$ cat config.mk
export PLATFORM = sky130hd
export DESIGN_NAME = dhcp_option_tlv_parser_core_flat
export DESIGN_NICKNAME = d
export VERILOG_FILES = /design/src/design/dhcpopt_pkg.sv /design/src/design/dhcpopt_in_if.sv /design/src/design/dhcpopt_out_if.sv /design/src/design/dhcpopt_step.sv /design/src/design/dhcp_option_tlv_parser_core.sv /design/src/flat_wrapper.sv
export SDC_FILE = /design/constraint.sdc
export NUM_CORES = 1
export LEC_CHECK = 0
export BUFFER_PORTS_ARGS = -buffer_cell sky130_fd_sc_hd__buf_2
export CELL_PAD_IN_SITES_DETAIL_PLACEMENT = 1
export CELL_PAD_IN_SITES_GLOBAL_PLACEMENT = 1
export CORE_MARGIN = 1
export CORE_UTILIZATION = 43
export CTS_CLUSTER_DIAMETER = 60
export CTS_CLUSTER_SIZE = 25
export DETAILED_ROUTE_END_ITERATION = 8
export GPL_ROUTABILITY_DRIVEN = 1
export GPL_TIMING_DRIVEN = 0
export MAX_ROUTING_LAYER = met4
export PLACE_DENSITY_LB_ADDON = 0.1
export SKIP_LAST_GASP = 1
export SYNTH_ARGS = -nofsm -noshare
export SYNTH_HDL_FRONTEND = slang
export SYNTH_HIERARCHICAL = 1
export SYNTH_SLANG_ARGS = --single-unit
$ cat constraint.sdc
create_clock -name clk_i -period 13.6 [get_ports clk_i]
set_input_delay 2.72 -clock clk_i [delete_from_list [all_inputs] [get_ports clk_i]]
set_output_delay 2.72 -clock clk_i [all_outputs]
set_load 0.1 [all_outputs]
$ cat src/design/dhcpopt_pkg.sv
// dhcpopt_pkg: types, codes and the option class table of the dhcp option parser
// no dependencies
package dhcpopt_pkg;

  // parse phases
  localparam logic [1:0] PH_CODE = 2'd0;
  localparam logic [1:0] PH_LEN  = 2'd1;
  localparam logic [1:0] PH_VAL  = 2'd2;
  localparam logic [1:0] PH_DONE = 2'd3;

  // special option codes
  localparam logic [7:0] CODE_PAD = 8'd0;
  localparam logic [7:0] CODE_END = 8'd255;

  // result kinds
  localparam logic [2:0] KIND_VALUE = 3'd0;
  localparam logic [2:0] KIND_EMPTY = 3'd1;
  localparam logic [2:0] KIND_END   = 3'd2;
  localparam logic [2:0] KIND_TRUNC = 3'd3;
  localparam logic [2:0] KIND_NOEND = 3'd4;

  // option classes
  localparam logic [2:0] CLS_GENERIC = 3'd0;
  localparam logic [2:0] CLS_IP      = 3'd1;
  localparam logic [2:0] CLS_TEXT    = 3'd2;
  localparam logic [2:0] CLS_IP_LIST = 3'd3;
  localparam logic [2:0] CLS_SHORT   = 3'd4;
  localparam logic [2:0] CLS_BYTE    = 3'd5;
  localparam logic [2:0] CLS_WORD    = 3'd6;

  typedef struct packed {
    logic [1:0] phase;
    logic [7:0] code;
    logic [2:0] cls;
    logic [7:0] length;
    logic [7:0] index;
  } state_t;

  typedef struct packed {
    logic [2:0] result_kind;
    logic [7:0] option_code;
    logic [2:0] option_class;
    logic [7:0] value_byte;
    logic [7:0] byte_index;
    logic       option_last;
    logic       run_last;
  } res_t;

  typedef struct packed {
    state_t          state;
    res_t [1:0]      res;
    logic [1:0]      num;
  } step_out_t;

  function automatic logic [2:0] class_of(input logic [7:0] code);
    logic [2:0] c;
    case (code)
      8'd1, 8'd3, 8'd16, 8'd28, 8'd32, 8'd50, 8'd54: c = CLS_IP;
      8'd12, 8'd14, 8'd15, 8'd17, 8'd18, 8'd40, 8'd56,
      8'd60, 8'd62, 8'd64, 8'd66, 8'd67, 8'd86, 8'd87: c = CLS_TEXT;
      8'd4, 8'd5, 8'd6, 8'd7, 8'd8, 8'd9, 8'd10, 8'd11,
      8'd41, 8'd42, 8'd44, 8'd45, 8'd48, 8'd49, 8'd65,
      8'd68, 8'd69, 8'd70, 8'd71, 8'd72, 8'd73, 8'd74,
      8'd75, 8'd76, 8'd85: c = CLS_IP_LIST;
      8'd13, 8'd22, 8'd26, 8'd57: c = CLS_SHORT;
      8'd19, 8'd20, 8'd23, 8'd27, 8'd29, 8'd30, 8'd31,
      8'd34, 8'd36, 8'd37, 8'd39, 8'd46, 8'd52, 8'd53: c = CLS_BYTE;
      8'd2, 8'd24, 8'd35, 8'd38, 8'd51, 8'd58, 8'd59: c = CLS_WORD;
      default: c = CLS_GENERIC;
    endcase
    return c;
  endfunction

endpackage

$ cat src/design/dhcpopt_in_if.sv
// dhcpopt_in_if: byte stream channel into the dhcp option parser
// no dependencies
interface dhcpopt_in_if;
  logic       valid;
  logic       ready;
  logic [7:0] data_byte;
  logic       frame_last;

  modport source (output valid, output data_byte, output frame_last, input ready);
  modport sink   (input valid, input data_byte, input frame_last, output ready);
endinterface

$ cat src/design/dhcpopt_out_if.sv
// dhcpopt_out_if: result channel out of the dhcp option parser
// no dependencies
interface dhcpopt_out_if;
  logic       valid;
  logic       ready;
  logic [2:0] result_kind;
  logic [7:0] option_code;
  logic [2:0] option_class;
  logic [7:0] value_byte;
  logic [7:0] byte_index;
  logic       option_last;
  logic       run_last;

  modport source (output valid, output result_kind, output option_code,
                  output option_class, output value_byte, output byte_index,
                  output option_last, output run_last, input ready);
  modport sink   (input valid, input result_kind, input option_code,
                  input option_class, input value_byte, input byte_index,
                  input option_last, input run_last, output ready);
endinterface

$ cat src/design/dhcpopt_step.sv
// dhcpopt_step: next parse state and up to two results for one option byte
// depends on dhcpopt_pkg
module dhcpopt_step import dhcpopt_pkg::*; (
  input  state_t     state_i,
  input  logic [7:0] data_byte_i,
  input  logic       frame_last_i,
  output step_out_t  step_o
);

  state_t     st;
  res_t       r0;
  res_t       r1;
  logic [1:0] n;
  logic       bnd;
  logic       olast;
  logic [7:0] idx_inc;

  assign idx_inc = state_i.index + 8'd1;
  assign olast   = (idx_inc == state_i.length);

  always_comb begin
    st  = state_i;
    r0  = '0;
    r1  = '0;
    n   = 2'd0;
    bnd = 1'b0;
    case (state_i.phase)
      PH_CODE: begin
        if (data_byte_i == CODE_PAD) begin
          bnd = 1'b1;
        end else if (data_byte_i == CODE_END) begin
          r0.result_kind = KIND_END;
          r0.option_code = CODE_END;
          n        = 2'd1;
          st.phase = PH_DONE;
        end else begin
          st.code   = data_byte_i;
          st.cls    = class_of(data_byte_i);
          st.length = 8'd0;
          st.index  = 8'd0;
          st.phase  = PH_LEN;
          if (frame_last_i) begin
            r0.result_kind  = KIND_TRUNC;
            r0.option_code  = data_byte_i;
            r0.option_class = class_of(data_byte_i);
            n = 2'd1;
          end
        end
      end
      PH_LEN: begin
        st.length = data_byte_i;
        st.index  = 8'd0;
        r0.option_code  = state_i.code;
        r0.option_class = state_i.cls;
        if (data_byte_i == 8'd0) begin
          r0.result_kind = KIND_EMPTY;
          n        = 2'd1;
          st.phase = PH_CODE;
          bnd      = 1'b1;
        end else begin
          st.phase = PH_VAL;
          if (frame_last_i) begin
            r0.result_kind = KIND_TRUNC;
            n = 2'd1;
          end
        end
      end
      PH_VAL: begin
        r0.result_kind  = KIND_VALUE;
        r0.option_code  = state_i.code;
        r0.option_class = state_i.cls;
        r0.value_byte   = data_byte_i;
        r0.byte_index   = state_i.index;
        r0.option_last  = olast;
        n        = 2'd1;
        st.index = idx_inc;
        if (olast) begin
          st.phase = PH_CODE;
          bnd      = 1'b1;
        end else if (frame_last_i) begin
          r1.result_kind  = KIND_TRUNC;
          r1.option_code  = state_i.code;
          r1.option_class = state_i.cls;
          r1.byte_index   = idx_inc;
          n = 2'd2;
        end
      end
      default: begin
      end
    endcase

    if (frame_last_i) begin
      if (bnd) begin
        // missing end marker goes after whatever the byte produced
        if (n == 2'd0) begin
          r0 = '0;
          r0.result_kind = KIND_NOEND;
        end else begin
          r1 = '0;
          r1.result_kind = KIND_NOEND;
        end
        n = n + 2'd1;
      end
      st.phase = PH_CODE;
    end

    if (n == 2'd1) begin
      r0.run_last = 1'b1;
    end
    if (n == 2'd2) begin
      r1.run_last = 1'b1;
    end
  end

  assign step_o.state  = st;
  assign step_o.res[0] = r0;
  assign step_o.res[1] = r1;
  assign step_o.num    = n;

endmodule

$ cat src/design/dhcp_option_tlv_parser_core.sv
// dhcp_option_tlv_parser_core: top level of the dhcp option area parser
// depends on dhcpopt_pkg, dhcpopt_in_if, dhcpopt_out_if and dhcpopt_step
// output: each result is registered in the result queue and shown from its head
// throughput: one byte per cycle while bytes give at most one result each and out_o
//   is ready; two results of one byte leave one at a time by the single result port
// buffering: four-entry result queue, a byte is taken while at least two entries are free
// reset: asynchronous, parser returns to expect code and the queue empties
module dhcp_option_tlv_parser_core import dhcpopt_pkg::*; (
  input  logic           clk_i,
  input  logic           rst_ni,
  dhcpopt_in_if.sink     in_i,
  dhcpopt_out_if.source  out_o
);

  localparam int unsigned QDEPTH = 4;

  // parse state
  state_t    st_q;
  step_out_t step;

  // result queue
  res_t       q_mem [QDEPTH];
  logic [1:0] wr_q, wr_d;
  logic [1:0] rd_q, rd_d;
  logic [2:0] cnt_q, cnt_d;
  logic       in_acc;
  logic       out_acc;
  logic [2:0] push_n;
  res_t       head;

  dhcpopt_step u_step (
    .state_i      (st_q),
    .data_byte_i  (in_i.data_byte),
    .frame_last_i (in_i.frame_last),
    .step_o       (step)
  );

  // room for the worst case of two results per byte
  assign in_i.ready = (cnt_q <= 3'd2);
  assign in_acc     = in_i.valid && in_i.ready;
  assign out_acc    = out_o.valid && out_o.ready;
  assign push_n     = in_acc ? {1'b0, step.num} : 3'd0;

  assign wr_d  = wr_q + push_n[1:0];
  assign rd_d  = rd_q + {1'b0, out_acc};
  assign cnt_d = cnt_q + push_n - {2'b0, out_acc};

  always_ff @(posedge clk_i or negedge rst_ni) begin
    if (!rst_ni) begin
      st_q  <= '0;
      wr_q  <= '0;
      rd_q  <= '0;
      cnt_q <= '0;
    end else begin
      if (in_acc) begin
        st_q <= step.state;
      end
      wr_q  <= wr_d;
      rd_q  <= rd_d;
      cnt_q <= cnt_d;
    end
  end

  // payload storage, no reset needed
  always_ff @(posedge clk_i) begin
    if (in_acc && step.num != 2'd0) begin
      q_mem[wr_q] <= step.res[0];
    end
    if (in_acc && step.num == 2'd2) begin
      q_mem[wr_q + 2'd1] <= step.res[1];
    end
  end

  assign head = q_mem[rd_q];

  assign out_o.valid        = (cnt_q != 3'd0);
  assign out_o.result_kind  = head.result_kind;
  assign out_o.option_code  = head.option_code;
  assign out_o.option_class = head.option_class;
  assign out_o.value_byte   = head.value_byte;
  assign out_o.byte_index   = head.byte_index;
  assign out_o.option_last  = head.option_last;
  assign out_o.run_last     = head.run_last;

`ifndef SYNTHESIS
  // queue never holds more than its depth
  a_cnt_bound: assert property (@(posedge clk_i) disable iff (!rst_ni)
    cnt_q <= 3'(QDEPTH))
    else $error("result queue overfilled");

  // a frame mark always sends the parser back to expect code
  a_frame_reset: assert property (@(posedge clk_i) disable iff (!rst_ni)
    in_acc && in_i.frame_last |=> st_q.phase == PH_CODE)
    else $error("phase not reset at frame end");

  // after the end code, bytes of the same frame are ignored
  a_done_holds: assert property (@(posedge clk_i) disable iff (!rst_ni)
    in_acc && !in_i.frame_last && st_q.phase == PH_DONE |=> st_q.phase == PH_DONE)
    else $error("left done phase inside a frame");

  // a missing end marker is always the final result of its byte
  a_noend_last: assert property (@(posedge clk_i) disable iff (!rst_ni)
    out_o.valid && out_o.result_kind == KIND_NOEND |-> out_o.run_last)
    else $error("no end marker not last of run");
`endif

endmodule
$ cat src/flat_wrapper.sv
// flat-port wrapper written by rule: the top's interface ports become plain ports
module dhcp_option_tlv_parser_core_flat import dhcpopt_pkg::*;
  (clk_i, rst_ni, in_i_valid, in_i_data_byte, in_i_frame_last, in_i_ready, out_o_valid, out_o_result_kind, out_o_option_code, out_o_option_class, out_o_value_byte, out_o_byte_index, out_o_option_last, out_o_run_last, out_o_ready);
  dhcpopt_in_if in_i_i ();
  dhcpopt_out_if out_o_i ();
  input  logic clk_i;
  input  logic rst_ni;
  input wire logic [$bits(in_i_i.valid)-1:0] in_i_valid;
  input wire logic [$bits(in_i_i.data_byte)-1:0] in_i_data_byte;
  input wire logic [$bits(in_i_i.frame_last)-1:0] in_i_frame_last;
  output wire logic [$bits(in_i_i.ready)-1:0] in_i_ready;
  output wire logic [$bits(out_o_i.valid)-1:0] out_o_valid;
  output wire logic [$bits(out_o_i.result_kind)-1:0] out_o_result_kind;
  output wire logic [$bits(out_o_i.option_code)-1:0] out_o_option_code;
  output wire logic [$bits(out_o_i.option_class)-1:0] out_o_option_class;
  output wire logic [$bits(out_o_i.value_byte)-1:0] out_o_value_byte;
  output wire logic [$bits(out_o_i.byte_index)-1:0] out_o_byte_index;
  output wire logic [$bits(out_o_i.option_last)-1:0] out_o_option_last;
  output wire logic [$bits(out_o_i.run_last)-1:0] out_o_run_last;
  input wire logic [$bits(out_o_i.ready)-1:0] out_o_ready;
  assign in_i_i.valid = in_i_valid;
  assign in_i_i.data_byte = in_i_data_byte;
  assign in_i_i.frame_last = in_i_frame_last;
  assign in_i_ready = in_i_i.ready;
  assign out_o_valid = out_o_i.valid;
  assign out_o_result_kind = out_o_i.result_kind;
  assign out_o_option_code = out_o_i.option_code;
  assign out_o_option_class = out_o_i.option_class;
  assign out_o_value_byte = out_o_i.value_byte;
  assign out_o_byte_index = out_o_i.byte_index;
  assign out_o_option_last = out_o_i.option_last;
  assign out_o_run_last = out_o_i.run_last;
  assign out_o_i.ready = out_o_ready;
  dhcp_option_tlv_parser_core u_core (.clk_i(clk_i), .rst_ni(rst_ni), .in_i(in_i_i), .out_o(out_o_i));
endmodule
# Yosys cells after proc, flatten, opt, wreduce, memory -nomap -nowiden
# Memory sizes are Yosys's and may differ from the RTL's.
# Cells that the tools add are included.
word_totals:
  regBits: 36
  input_bits: 13
  elab_cells: 98
  output_inout_bits: 34
  mem_bits_rw: 128
  mem_bits_ro: 768
  mem_count: 3
mem_list:
  columns: ["memory", "depth", "word_bits", "rd", "rd_ports_with_merged_regs", "write_ports", "line_no", "rtl"]
  rows:
  - ["(name not given)", 128, 3, 1, 0, 0, "dhcpopt_pkg.sv:57", "case (code)"]
  - ["(name not given)", 128, 3, 1, 0, 0, "dhcpopt_pkg.sv:57", null]
  - ["u_core.q_mem", 4, 32, 1, 0, 2, "dhcp_option_tlv_parser_core.sv:22", "res_t q_mem [QDEPTH];"]
op_classes:
  mux: 50
  addsub: 7
  order_cmp: 1
  reduce_logical: 17
  bitwise: 2
  n_eq_ne: 10
ops:
  columns: ["operator", "count"]
  rows:
  - ["$mux 32", 6]
  - ["$mux 13", 4]
  - ["$pmux 14 s3", 1]
  - ["$mux 29", 1]
  - ["$mux 2", 14]
  - ["$mux 27", 1]
  - ["$mux 8", 3]
  - ["$pmux 8 s3", 1]
  - ["$mux 17", 1]
  - ["$pmux 8 s2", 1]
  - ["$reduce_and 4->1", 4]
  - ["$mux 14", 1]
  - ["$pmux 2 s3", 2]
  - ["$mux 10", 1]
  - ["$mux 1", 9]
  - ["$mux 3", 3]
  - ["$add 8x1->8 const B", 1]
  - ["$eq 8x8->1", 1]
  - ["$eq 8x8->1 const B", 1]
  - ["$logic_not 8->1", 1]
  - ["$ne 3x3->1 const B", 2]
  - ["$reduce_bool 3->1", 2]
  - ["$add 2x1->2 const B", 2]
  - ["$eq 2x1->1 const B", 2]
  - ["14 further kinds", 22]

# Depth between registers and ports, before layout
logic_depth:
  ltp_word: 11
  ltp_mapped: 18

# Cells and area by module
# The synthesis kept the hierarchy.
by_module_without_submodules:
  columns: ["module", "area_each_um2", "cells_each", "instances"]
  rows:
  - ["dhcp_option_tlv_parser_core", 7920.1, 418, 1]
  - ["dhcpopt_step", 2019.4, 318, 1]

# Worst setup path after synthesis
# Ideal clock, no wire load.
synth_timing:
  path_type: "input -> register"
  from: "input port in_i_data_byte[2]"
  to: "memory u_core/q_mem[1][0] in the netlist's numbering (enable)"
  setup_ns: 0.470
  path_slack_ns: 6.190
  stages: 12
  arrival_time_ns: 6.940
  path_cell_list: "clkbuf_1 nand3_1 nor2_1 nor2_1 o22ai_1 nand2_1 ha_1 nand2_1 a21oi_1 or2_1 or2b_1 a211oi_1"
synth_rtl:
  columns: ["item", "line_no", "rtl"]
  rows:
  - ["start, declared", "flat_wrapper.sv:9", "input wire logic [$bits(in_i_i.data_byte)-1:0] in_i_data_byte;"]
  - ["end, declared", "dhcp_option_tlv_parser_core.sv:22", null]

==> flow_metrics.env <==
export IMPL_grt_pass1_wl_um=41100
export IMPL_rows=55
export IMPL_antenna_found_initial=0
export IMPL_cts_resized=0
export IMPL_initial_utilization=0.439
export IMPL_routed_wl_um=26500
export IMPL_yosysSeqAreaShare=0.477
export IMPL_coreArea_um2=22600
export IMPL_synth_top_area_frac=0.387
export IMPL_die_area_um2=23700
export IMPL_finalSetupViolCount=0
export IMPL_crit_path_end_kind="register"
export IMPL_detail_route_antenna_nets=0
export IMPL_max_cap_violations=0
export IMPL_fin_area_um2=11300
export IMPL_cts_buffers=17
export IMPL_hold_slack_ns=0.508
export IMPL_crit_fanout=14
export IMPL_worstPathArrival_ns=6.55
export IMPL_p_total_mw=2.53
export IMPL_ys_top_cells_by_area="edfxtp_1, mux2_2, dfrtp_1"
export IMPL_synth_cell_types=71
export IMPL_ys_flop_type="edfxtp_1"
export IMPL_nets=840
export IMPL_cp_start_kind="input pin"
export IMPL_ctsHoldBuffers=0
export IMPL_overflow=0
export IMPL_placed_area_um2=10700
export IMPL_setup_tns_ns=0
export IMPL_worstPathRequired_ns=13.73
export IMPL_synthToLayoutAreaGrowth_pct=13.8
export IMPL_slew_headroom=0.269
export IMPL_wire_per_inst_um=23.9
export IMPL_crit_type="input pin to register"
export IMPL_leakagePower_nw=4.41
export IMPL_grt_pass1_vias=6901
export IMPL_grt_max_degree=37
export IMPL_timing_final_hold_violations=0
export IMPL_min_period_ns=6.42
export IMPL_root_buffer="clkbuf_16"
export IMPL_die_h_um=154
export IMPL_first_iter_violations=330
export IMPL_nFillCells=2274
export IMPL_clk_latency_ns=0.43
export IMPL_min_path_type="register to register"
export IMPL_cts_tree="yes"
export IMPL_cts_htree_levels=4
export IMPL_synth_largest_area_cell="edfxtp_1"
export IMPL_post_cts_setup_buffer_count=0
export IMPL_dr_pass1_iters=4
export IMPL_final_period_utilization=0.472
export IMPL_port_buffers=42
export IMPL_slew_viol_final=0
export IMPL_diodes=0
export IMPL_cts_buffer_depth=2
export IMPL_max_freq_mhz=156
export IMPL_dpl_hpwl_um=18700
export IMPL_synth_warning_count=6
export IMPL_peakVddDrop_uv=95.9
export IMPL_cellPowerDensity_nw_per_um2=223
export IMPL_vias=6437
export IMPL_async_reset_ff_frac=0.220
export IMPL_ys_seq_elements=164
export IMPL_die_x_um=154
export IMPL_routabilityCongestion=0.850
export IMPL_avgSynthCellArea_um2=13.5
export IMPL_via_per_inst=5.80
export IMPL_grt_util_all_layers=0.240
export IMPL_path_clk_slew_ns=0.07
export IMPL_worst_pin_slew_ns=1.10
export IMPL_netlist_area_um2=9940
export IMPL_fin_skew_ns=0.00941
export IMPL_drc_errors=0
export IMPL_synth_edf_count=128
export IMPL_drive_gt1_frac=0.417
export IMPL_io_pins=47
export IMPL_synth_cells=736
export IMPL_grt_setup_unrepaired="false"
export IMPL_cts_sinks=164
export IMPL_status="finished, final reports clean"
export IMPL_post_route_util=0.500
-- cell type report --
type	count	area, µm²	area share
clock buffers	18	429	0.0379
inverters	18	67.6	0.00597
clock inverters	14	189	0.0167
plain buffers	60	404	0.0357
repair buffers	48	318	0.0281
multi-input cells	502	4800	0.424
flip-flops and latches	164	4740	0.420
well taps	285	357	0.0315
-- cells by family after synthesis --
group | after synthesis | synth area share
simple gates | 158 | 0.0940
other cells | 1 | 0.000377
fa+ha+maj | 16 | 0.0209
mux | 198 | 0.271
flops | 164 | 0.477
buf+inv | 78 | 0.0475
compound gates | 101 | 0.0685
xor+xnor | 20 | 0.0204
-- routing by layer --
| layer | vias to the layer above | global-route usage | wire length [µm] | part of all wire |
|---|---|---|---|---|
| met4 | 0 | 0.0748 | 446 | 0.017 |
| met2 | 147 | 0.392 | 13200 | 0.50 |
| met1 | 3344 | 0.311 | 12000 | 0.45 |
| met3 | 30 | 0.0307 | 876 | 0.033 |
| li1 | 2916 | - | - | - |
| met5 | - | - | 0 | 0 |
-- flip-flops by register name, indices dropped and copies added (netlist names) --
| signal | cells |
|---|---|
| u_core/cnt_q | 3 |
| u_core/q_mem | 128 |
| u_core/rd_q | 2 |
| u_core/st_q | 29 |
| u_core/wr_q | 2 |
-- synthesized netlist by cell type (5+ instances only) --
cell      number
buf_6         16
mux4_2        33
a22o_1         9
buf_4         11
nand2_1       30
and2_4         8
mux2_2       135
nand4_1        5
inv_1         17
a22oi_1        6
clkbuf_1      25
ha_1          15
nand2b_1       9
a21oi_1       23
nor2_2         9
a211oi_1       5
o21ai_0       26
edfxtp_1     128
or3_1          5
nor2b_1        6
mux2_4        26
nand3_1        5
xnor2_1       14
dfrtp_1       36
nor2_1        34
and2_1        21
buf_2          6
-- layout by cell type, fill, tap and decap left out, types with 21 or more instances in the layout --
master	synthesis	layout
a21oi_1	23	21
nor2_1	34	34
and2_1	21	21
nand2_1	30	30
buf_2	6	48
mux2_4	26	26
dfrtp_1	36	36
mux2_2	135	135
clkbuf_1	25	26
edfxtp_1	128	128
o21ai_0	26	26
mux4_2	33	33
-- final timing paths --
check	slack, ns	startpoint	cells past startpoint	to
min in group asynchronous	2.40	rst_ni	1	u_core/cnt_q[1]
worst min-delay path	0.51	u_core/st_q[2]	1	u_core/st_q[2]
worst min register to register	0.51	u_core/st_q[2]	1	u_core/st_q[2]
worst max register to register	8.60	u_core/st_q[0]	16	u_core/q_mem[3][8]
max in group asynchronous	10.62	rst_ni	1	u_core/st_q[7]
worst max-delay path	7.18	in_i_data_byte[5]	15	u_core/q_mem[3][8]
-- through the flow --
| step | cells | setup WS, ns |
|---|---|---|
| 3_3_place_gp | 1071 | 2.82 |
| 2_1_floorplan | 744 | 6.19 |
| 5_1_grt | 1109 | 6.82 |
| 4_1_cts | 1109 | 7.13 |
| 6_report | 1109 | 7.18 |
| 3_5_place_dp | 1077 | 6.66 |
-- critical path, cell delays in order --
cell and delay (ns):
buf_2 0.09, clkbuf_1 0.55, nand4_1 0.20, nor2_1 0.49, nor2_1 0.14, o22ai_1 0.16
nand2_1 0.10, ha_1 0.30, nand2_1 0.07, a21oi_1 0.13, or2_1 0.28, or2b_1 0.33
a211oi_4 0.48, buf_8 0.26, buf_8 0.21
-- power breakdown --
group / leakage [nW] / total [mW] / internal (mW) / switching [mW]
Sequential: 1.64 / 0.714 / 0.658 / 0.0559
Clock: 0.296 / 0.512 / 0.295 / 0.216
Combinational: 2.47 / 1.30 / 0.410 / 0.889
(Power assumes the default switching activity.)
